==> config.mk <==
export PLATFORM = sky130hd
export DESIGN_NAME = ole_ctrl
export DESIGN_NICKNAME = d
export VERILOG_FILES = /design/src/hdl/ole_pkg.sv /design/src/hdl/ole_ctrl.sv
export SDC_FILE = /design/constraint.sdc
export NUM_CORES = 1
export LEC_CHECK = 0
export ABC_AREA = 1
export BUFFER_PORTS_ARGS = -buffer_cell sky130_fd_sc_hd__clkbuf_2
export CAP_MARGIN = 20
export CELL_PAD_IN_SITES_DETAIL_PLACEMENT = 1
export CELL_PAD_IN_SITES_GLOBAL_PLACEMENT = 1
export CORE_MARGIN = 4
export CORE_UTILIZATION = 35
export DETAILED_ROUTE_END_ITERATION = 10
export PLACE_DENSITY = 0.79
export SETUP_SLACK_MARGIN = 0.15
export SYNTH_ARGS = -nofsm -noshare
export SYNTH_HDL_FRONTEND = slang
export SYNTH_SLANG_ARGS = --single-unit
==> constraint.sdc <==
create_clock -name clock -period 2.8 [get_ports clock]
set_input_delay 0 -clock clock [delete_from_list [all_inputs] [get_ports clock]]
set_output_delay 0 -clock clock [all_outputs]
set_load 0.01 [all_outputs]
==> src/hdl/ole_pkg.sv <==
// ----------------------------------------------------------------------------
// ole_pkg
// Shared types and constants for the ordered list engine: transaction
// payloads, action codes, status codes and the controller/datapath interface.
// ----------------------------------------------------------------------------
package ole_pkg;

   localparam int ACTION_W = 4;
   localparam int VALUE_W  = 32;
   localparam int STATUS_W = 2;
   localparam int COUNT_W  = 7;

   // Action codes carried by a request transaction.
   localparam logic [ACTION_W-1:0] ACT_PUSH_FRONT = 4'd0;
   localparam logic [ACTION_W-1:0] ACT_PUSH_BACK  = 4'd1;
   localparam logic [ACTION_W-1:0] ACT_POP_FRONT  = 4'd2;
   localparam logic [ACTION_W-1:0] ACT_POP_BACK   = 4'd3;
   localparam logic [ACTION_W-1:0] ACT_REMOVE     = 4'd4;
   localparam logic [ACTION_W-1:0] ACT_FIND       = 4'd5;
   localparam logic [ACTION_W-1:0] ACT_COUNT      = 4'd6;
   localparam logic [ACTION_W-1:0] ACT_DUMP       = 4'd7;
   localparam logic [ACTION_W-1:0] ACT_CLEAR      = 4'd8;

   // Status codes carried by a response transaction.
   localparam logic [STATUS_W-1:0] STS_OK       = 2'd0;
   localparam logic [STATUS_W-1:0] STS_EMPTY    = 2'd1;
   localparam logic [STATUS_W-1:0] STS_NOTFOUND = 2'd2;
   localparam logic [STATUS_W-1:0] STS_FULL     = 2'd3;

   typedef struct packed {
      logic [ACTION_W-1:0]       action;
      logic signed [VALUE_W-1:0] value;
   } ole_req_type;

   typedef struct packed {
      logic [STATUS_W-1:0]       status;
      logic [COUNT_W-1:0]        position;
      logic [COUNT_W-1:0]        count;
      logic signed [VALUE_W-1:0] element;
      logic                      last;
   } ole_rsp_type;

   typedef enum logic [1:0] {
      ST_IDLE,
      ST_EXEC,
      ST_DUMP
   } ole_state_type;

   typedef enum logic [2:0] {
      OP_NONE,
      OP_PUSH_FRONT,
      OP_PUSH_BACK,
      OP_POP_FRONT,
      OP_POP_BACK,
      OP_REMOVE_MATCH,
      OP_CLEAR,
      OP_ROTATE
   } ole_op_type;

   // Commands from the controller to the datapath.
   typedef struct packed {
      logic                capture;
      ole_op_type          op;
      logic                emit;
      logic [STATUS_W-1:0] status;
      logic                use_position;
      logic                use_element;
      logic                last;
   } ole_cmd_type;

   // Status from the datapath to the controller.
   typedef struct packed {
      logic               empty;
      logic               full;
      logic               found;
      logic [COUNT_W-1:0] length;
   } ole_sts_type;

endpackage

==> src/hdl/ole_ctrl.sv <==
// ----------------------------------------------------------------------------
// ole_ctrl
// Controller for the ordered list engine: accepts a request, decodes the
// action and sequences the datapath, including the element-by-element dump.
// ----------------------------------------------------------------------------
module ole_ctrl (
   input  logic                                 clock,
   input  logic                                 reset,
   input  logic                                 start,
   input  logic [ole_pkg::ACTION_W-1:0]         req_action,
   input  ole_pkg::ole_sts_type                 sts,
   output ole_pkg::ole_cmd_type                 cmd,
   output logic                                 busy
);
   import ole_pkg::*;

   ole_state_type       state_ff, state_in;
   logic [ACTION_W-1:0] action_ff, action_in;
   logic [COUNT_W-1:0]  dump_cnt_ff, dump_cnt_in;

   always_ff @(posedge clock) begin
      if (reset) begin
         state_ff    <= ST_IDLE;
         action_ff   <= ACT_COUNT;
         dump_cnt_ff <= '0;
      end else begin
         state_ff    <= state_in;
         action_ff   <= action_in;
         dump_cnt_ff <= dump_cnt_in;
      end
   end

   always_comb begin
      state_in         = state_ff;
      action_in        = action_ff;
      dump_cnt_in      = dump_cnt_ff;
      cmd              = '0;
      cmd.op           = OP_NONE;
      cmd.status       = STS_OK;
      busy             = 1'b1;

      case (state_ff)
         ST_IDLE: begin
            busy = 1'b0;
            if (start) begin
               cmd.capture = 1'b1;
               action_in   = req_action;
               state_in    = ST_EXEC;
            end
         end

         ST_EXEC: begin
            cmd.emit = 1'b1;
            cmd.last = 1'b1;
            state_in = ST_IDLE;
            case (action_ff)
               ACT_PUSH_FRONT, ACT_PUSH_BACK: begin
                  if (sts.full) begin
                     cmd.status = STS_FULL;
                  end else begin
                     cmd.op = (action_ff == ACT_PUSH_FRONT) ? OP_PUSH_FRONT : OP_PUSH_BACK;
                  end
               end
               ACT_POP_FRONT, ACT_POP_BACK: begin
                  if (sts.empty) begin
                     cmd.status = STS_EMPTY;
                  end else begin
                     cmd.op = (action_ff == ACT_POP_FRONT) ? OP_POP_FRONT : OP_POP_BACK;
                  end
               end
               ACT_REMOVE, ACT_FIND: begin
                  if (sts.empty) begin
                     cmd.status = STS_EMPTY;
                  end else if (!sts.found) begin
                     cmd.status = STS_NOTFOUND;
                  end else if (action_ff == ACT_REMOVE) begin
                     cmd.op = OP_REMOVE_MATCH;
                  end else begin
                     cmd.use_position = 1'b1;
                  end
               end
               ACT_DUMP: begin
                  if (sts.empty) begin
                     cmd.status = STS_EMPTY;
                  end else begin
                     // First element goes out now; the list rotates so the
                     // next element lands in the front cell.
                     cmd.op          = OP_ROTATE;
                     cmd.use_element = 1'b1;
                     cmd.last        = (sts.length == COUNT_W'(1));
                     dump_cnt_in     = COUNT_W'(1);
                     if (sts.length != COUNT_W'(1)) begin
                        state_in = ST_DUMP;
                     end
                  end
               end
               ACT_CLEAR: begin
                  cmd.op = OP_CLEAR;
               end
               default: begin
                  // Count and undefined codes report the current length.
               end
            endcase
         end

         ST_DUMP: begin
            cmd.emit        = 1'b1;
            cmd.op          = OP_ROTATE;
            cmd.use_element = 1'b1;
            cmd.last        = (dump_cnt_ff == sts.length - COUNT_W'(1));
            dump_cnt_in     = dump_cnt_ff + COUNT_W'(1);
            if (cmd.last) begin
               state_in = ST_IDLE;
            end
         end

         default: begin
            state_in = ST_IDLE;
         end
      endcase
   end

endmodule

==> run summary <==
================================================================================
Status                                                              complete, but fails checks
Violated checks                                                     negative hold slack
Synth area leader                                                        dfxtp_1
Fraction of power consumed by the clock network                            28.8%
Clock period minus worst slack                                           1.74 ns
Antenna violations before repair                                               0
Internal cell power                                                   0.000286 W
Seq. cell area                                                         260 sq um
Routed met1 length                                                       1.62 mm
Clock buffers created by TritonCTS                                             3
Clock root buffer                                                       clkbuf_4
Total number of vias                                                        1297
Vias in the first global route                                              1292
Final hold vios                                                                1
Top achievable clock speed                                             0.575 GHz
CTS sink cnt                                                                  13
Pre-antenna DRT Iters                                                          4
Synthesized-area fraction occupied by ao, oa, aoi and oai cells            16.0%
Clock transition at the registers of the reported paths                  0.09 ns
Die Area                                                              4200 sq um
Topmost layer with routed signal wires                                      met4
First-pass GRT wire length                                               5.74 mm
Chip height                                                              64.8 um
Unique cell type count in the Yosys netlist                                   27
Net Sw Frac                                                                34.4%
Number of max-cap violations                                                   0
Mux share of post-synthesis cell area                                         0%
Ys Warns                                                                       0
Total I/O pin count                                                           28
Post-route fraction of the period consumed by the critical path            62.1%
Total setup violations reported at the end of the flow                         0
Highest net fanout along the worst path                                        5
Detailed Route Iter0 Violations                                               38
Syn_nets                                                                     211
Actual transition at the worst max-transition pin                       0.412 ns
Crit. End Element                                                   primary output
Area share of xor/xnor cells in the synthesized design                     2.32%
GR Util All Layers                                                         16.9%
Number of antenna-violating nets in the routed design                          0
Cell Area, Synth                                                      1130 sq um
Core area                                                             3080 sq um
Length of routed met3 wiring                                              125 um
Top library cells by usage in the layout, fill and taps aside       nand2_1, inv_1, clkbuf_2
Port buffer count                                                             27
Wire length after detailed routing                                       3.35 mm
Main combinational cell family by area after synthesis              simple AND/OR/NAND/NOR gates
Total negative setup slack                                                  0 ns
Starting density of the core                                               36.7%
Leakage dissipation                                                     0.665 nW
Number of DRC violations after detailed routing                                0
Largest net degree at the start of global routing                              9
Die Wd                                                                   64.8 um
Worst-Skew Late Latency                                                  0.29 ns
Placement row count                                                           20
Synth Area in Adders                                                       6.64%
ANT cells                                                                      0
Classification of the worst setup path                              flip-flop to primary output
Placer's final routability congestion estimate                             0.801
Post-CTS Setup Inserts                                                         0
DR vias/cell                                                                4.88
Average cell area after synthesis                                     6.02 sq um
Growth of design area from synthesis to finish                             22.3%
Category of the worst setup path launch point                          flip-flop
Sum of net half-perimeters after detailed placement                      2.89 mm
Seq pwr share                                                              45.4%
Worst-case clock buffer depth                                                  2
Worst EP required                                                        2.80 ns
Total Nets Final                                                             246
Post-synthesis simple-gate area fraction                                   39.6%
Seq cells post-synth                                                          13
Total gr overflow                                                              0
Number of filler cells placed in the layout                                  461
Total power divided by cell area                                     316 nW/um^2
Share of the synthesized area in the top cell type                         23.0%
Total count of max-transition violations in the final report                   0
Met2 layer wire length in the routed design                              1.60 mm
Largest cells by area after synthesis                               dfxtp_1, nand2_1, inv_1
Post-layout total power                                               0.000437 W
Type of the most critical hold path                                 input pin to flip-flop
TritonCTS clock tree                                                        done
Worst slack on hold paths                                            -0.00155 ns
Routed wire per std cell                                                 12.6 um
Final clock skew                                                      0.00525 ns
Multi-input logic area                                                 731 sq um
Net switching power of the design                                     0.000150 W
CTS HTree Levels                                                               1
Fraction of final layout cells with drive strength greater than 1          17.6%
Largest vdd supply drop                                                 0.156 mV
Post-Syn Instances                                                           188
Part of the power in combinational logic                                   25.8%
Data arrival at the endpoint of the critical path                        1.74 ns
Share of synthesized area occupied by flip-flops and latches               23.0%
RSZ-0062 raised after global routing                                          no
Worst relative slew slack                                                  72.3%
Most common cell after layout, fill and taps aside                       nand2_1
================================================================================
==> routing by layer <==
layer  track usage (%)  vias to the layer above
li1                  -                      671
met1              22.2                      601
met2              28.7                       23
met3              4.33                        2
met4              1.58                        0
met5                 0                        -
==> final cells by class <==
class	instances	area share, %
Tap cell	44	3.98
Clock buffer	3	1.63
Clock inverter	1	0.362
Multi-Input combinational cell	138	52.8
Sequential cell	13	18.8
Inverter	36	9.76
Timing Repair Buffer	31	12.7
==> flip-flops by register name, summed over array words and instances, names as in the netlist <==
| register | flops |
|---|---|
| action_ff | 4 |
| dump_cnt_ff | 7 |
| state_ff | 2 |
==> Yosys cell counts <==
cell type	count
a211oi_1	1
nor2_2	1
inv_1	36
o21ai_0	7
xor2_1	2
nand2_2	2
nand3_1	12
nor3_4	1
or2_2	1
nor4_1	2
nand3_4	1
o21ai_4	1
ha_1	6
xnor2_1	1
dfxtp_1	13
o31ai_1	1
a21oi_1	14
nor2_1	19
o311ai_0	2
o211ai_1	2
o21a_1	1
nand2_1	50
o21ai_1	1
nand4_1	2
nor3_1	7
nand3_2	1
clkbuf_2	1
==> through the flow <==
step | instances | instance area, sq um | worst slack [ns] | util, %
4_1_cts | 266 | 1380 | 1.05 | 45.0
6_report | 266 | 1380 | 1.06 | 45.0
3_5_place_dp | 258 | 1320 | 1.16 | 42.8
2_1_floorplan | 188 | 1130 | 1.43 | -
3_3_place_gp | 258 | 1320 | 1.23 | 42.8
5_1_grt | 266 | 1380 | 0.860 | 45.0
==> final timing paths <==
check,from,end,slack [ns],cells past startpoint
worst max-delay path,action_ff[3]$_SDFFE_PP0P_,cmd[8],1.06,8
worst min-delay path,req_action[3],action_ff[3]$_SDFFE_PP0P_,-0.002,3
worst max register to register,state_ff[1]$_SDFFE_PP0P_,dump_cnt_ff[5]$_SDFFE_PP0P_,1.09,7
worst min register to register,state_ff[1]$_SDFFE_PP0P_,state_ff[1]$_SDFFE_PP0P_,0.49,2
==> cells by family (layout without fill, tap and decap cells) <==
| logic type | count (synthesis) | in the layout |
|---|---|---|
| AND/OR/NAND/NOR | 99 | 99 |
| buffers and inverters | 37 | 71 |
| AO/OA/AOI/OAI | 30 | 30 |
| flip-flops | 13 | 13 |
| adder cells (fa/ha/maj) | 6 | 6 |
| XOR/XNOR | 3 | 3 |
==> power by group through the flow <==
stage	clock [W]	sequential [W]	combinational, W
detailed placement	0	0.000202	0.000108
global route	0.000138	0.000199	0.000130
floorplan	0	0.000200	0.0000694
global placement	0	0.000202	0.000104
finish	0.000126	0.000198	0.000112
CTS	0.000132	0.000198	0.000113
==> worst max-delay path, stage by stage (launching register included) <==
cell and delay [ns]:
dfxtp_1 0.33, inv_1 0.13, nand2_1 0.12, nor2_1 0.19
nand4_1 0.14, o311ai_0 0.13, nand2_1 0.09, a21oi_1 0.17
clkbuf_2 0.16
==> timing repair <==
item / 4_1_cts / 5_1_grt
hold endpoints to repair: 7 / 0
gates resized for setup: 0 / 0
hold buffers: 4 / 0
Note: power is estimated with default switching activity, not from simulation.
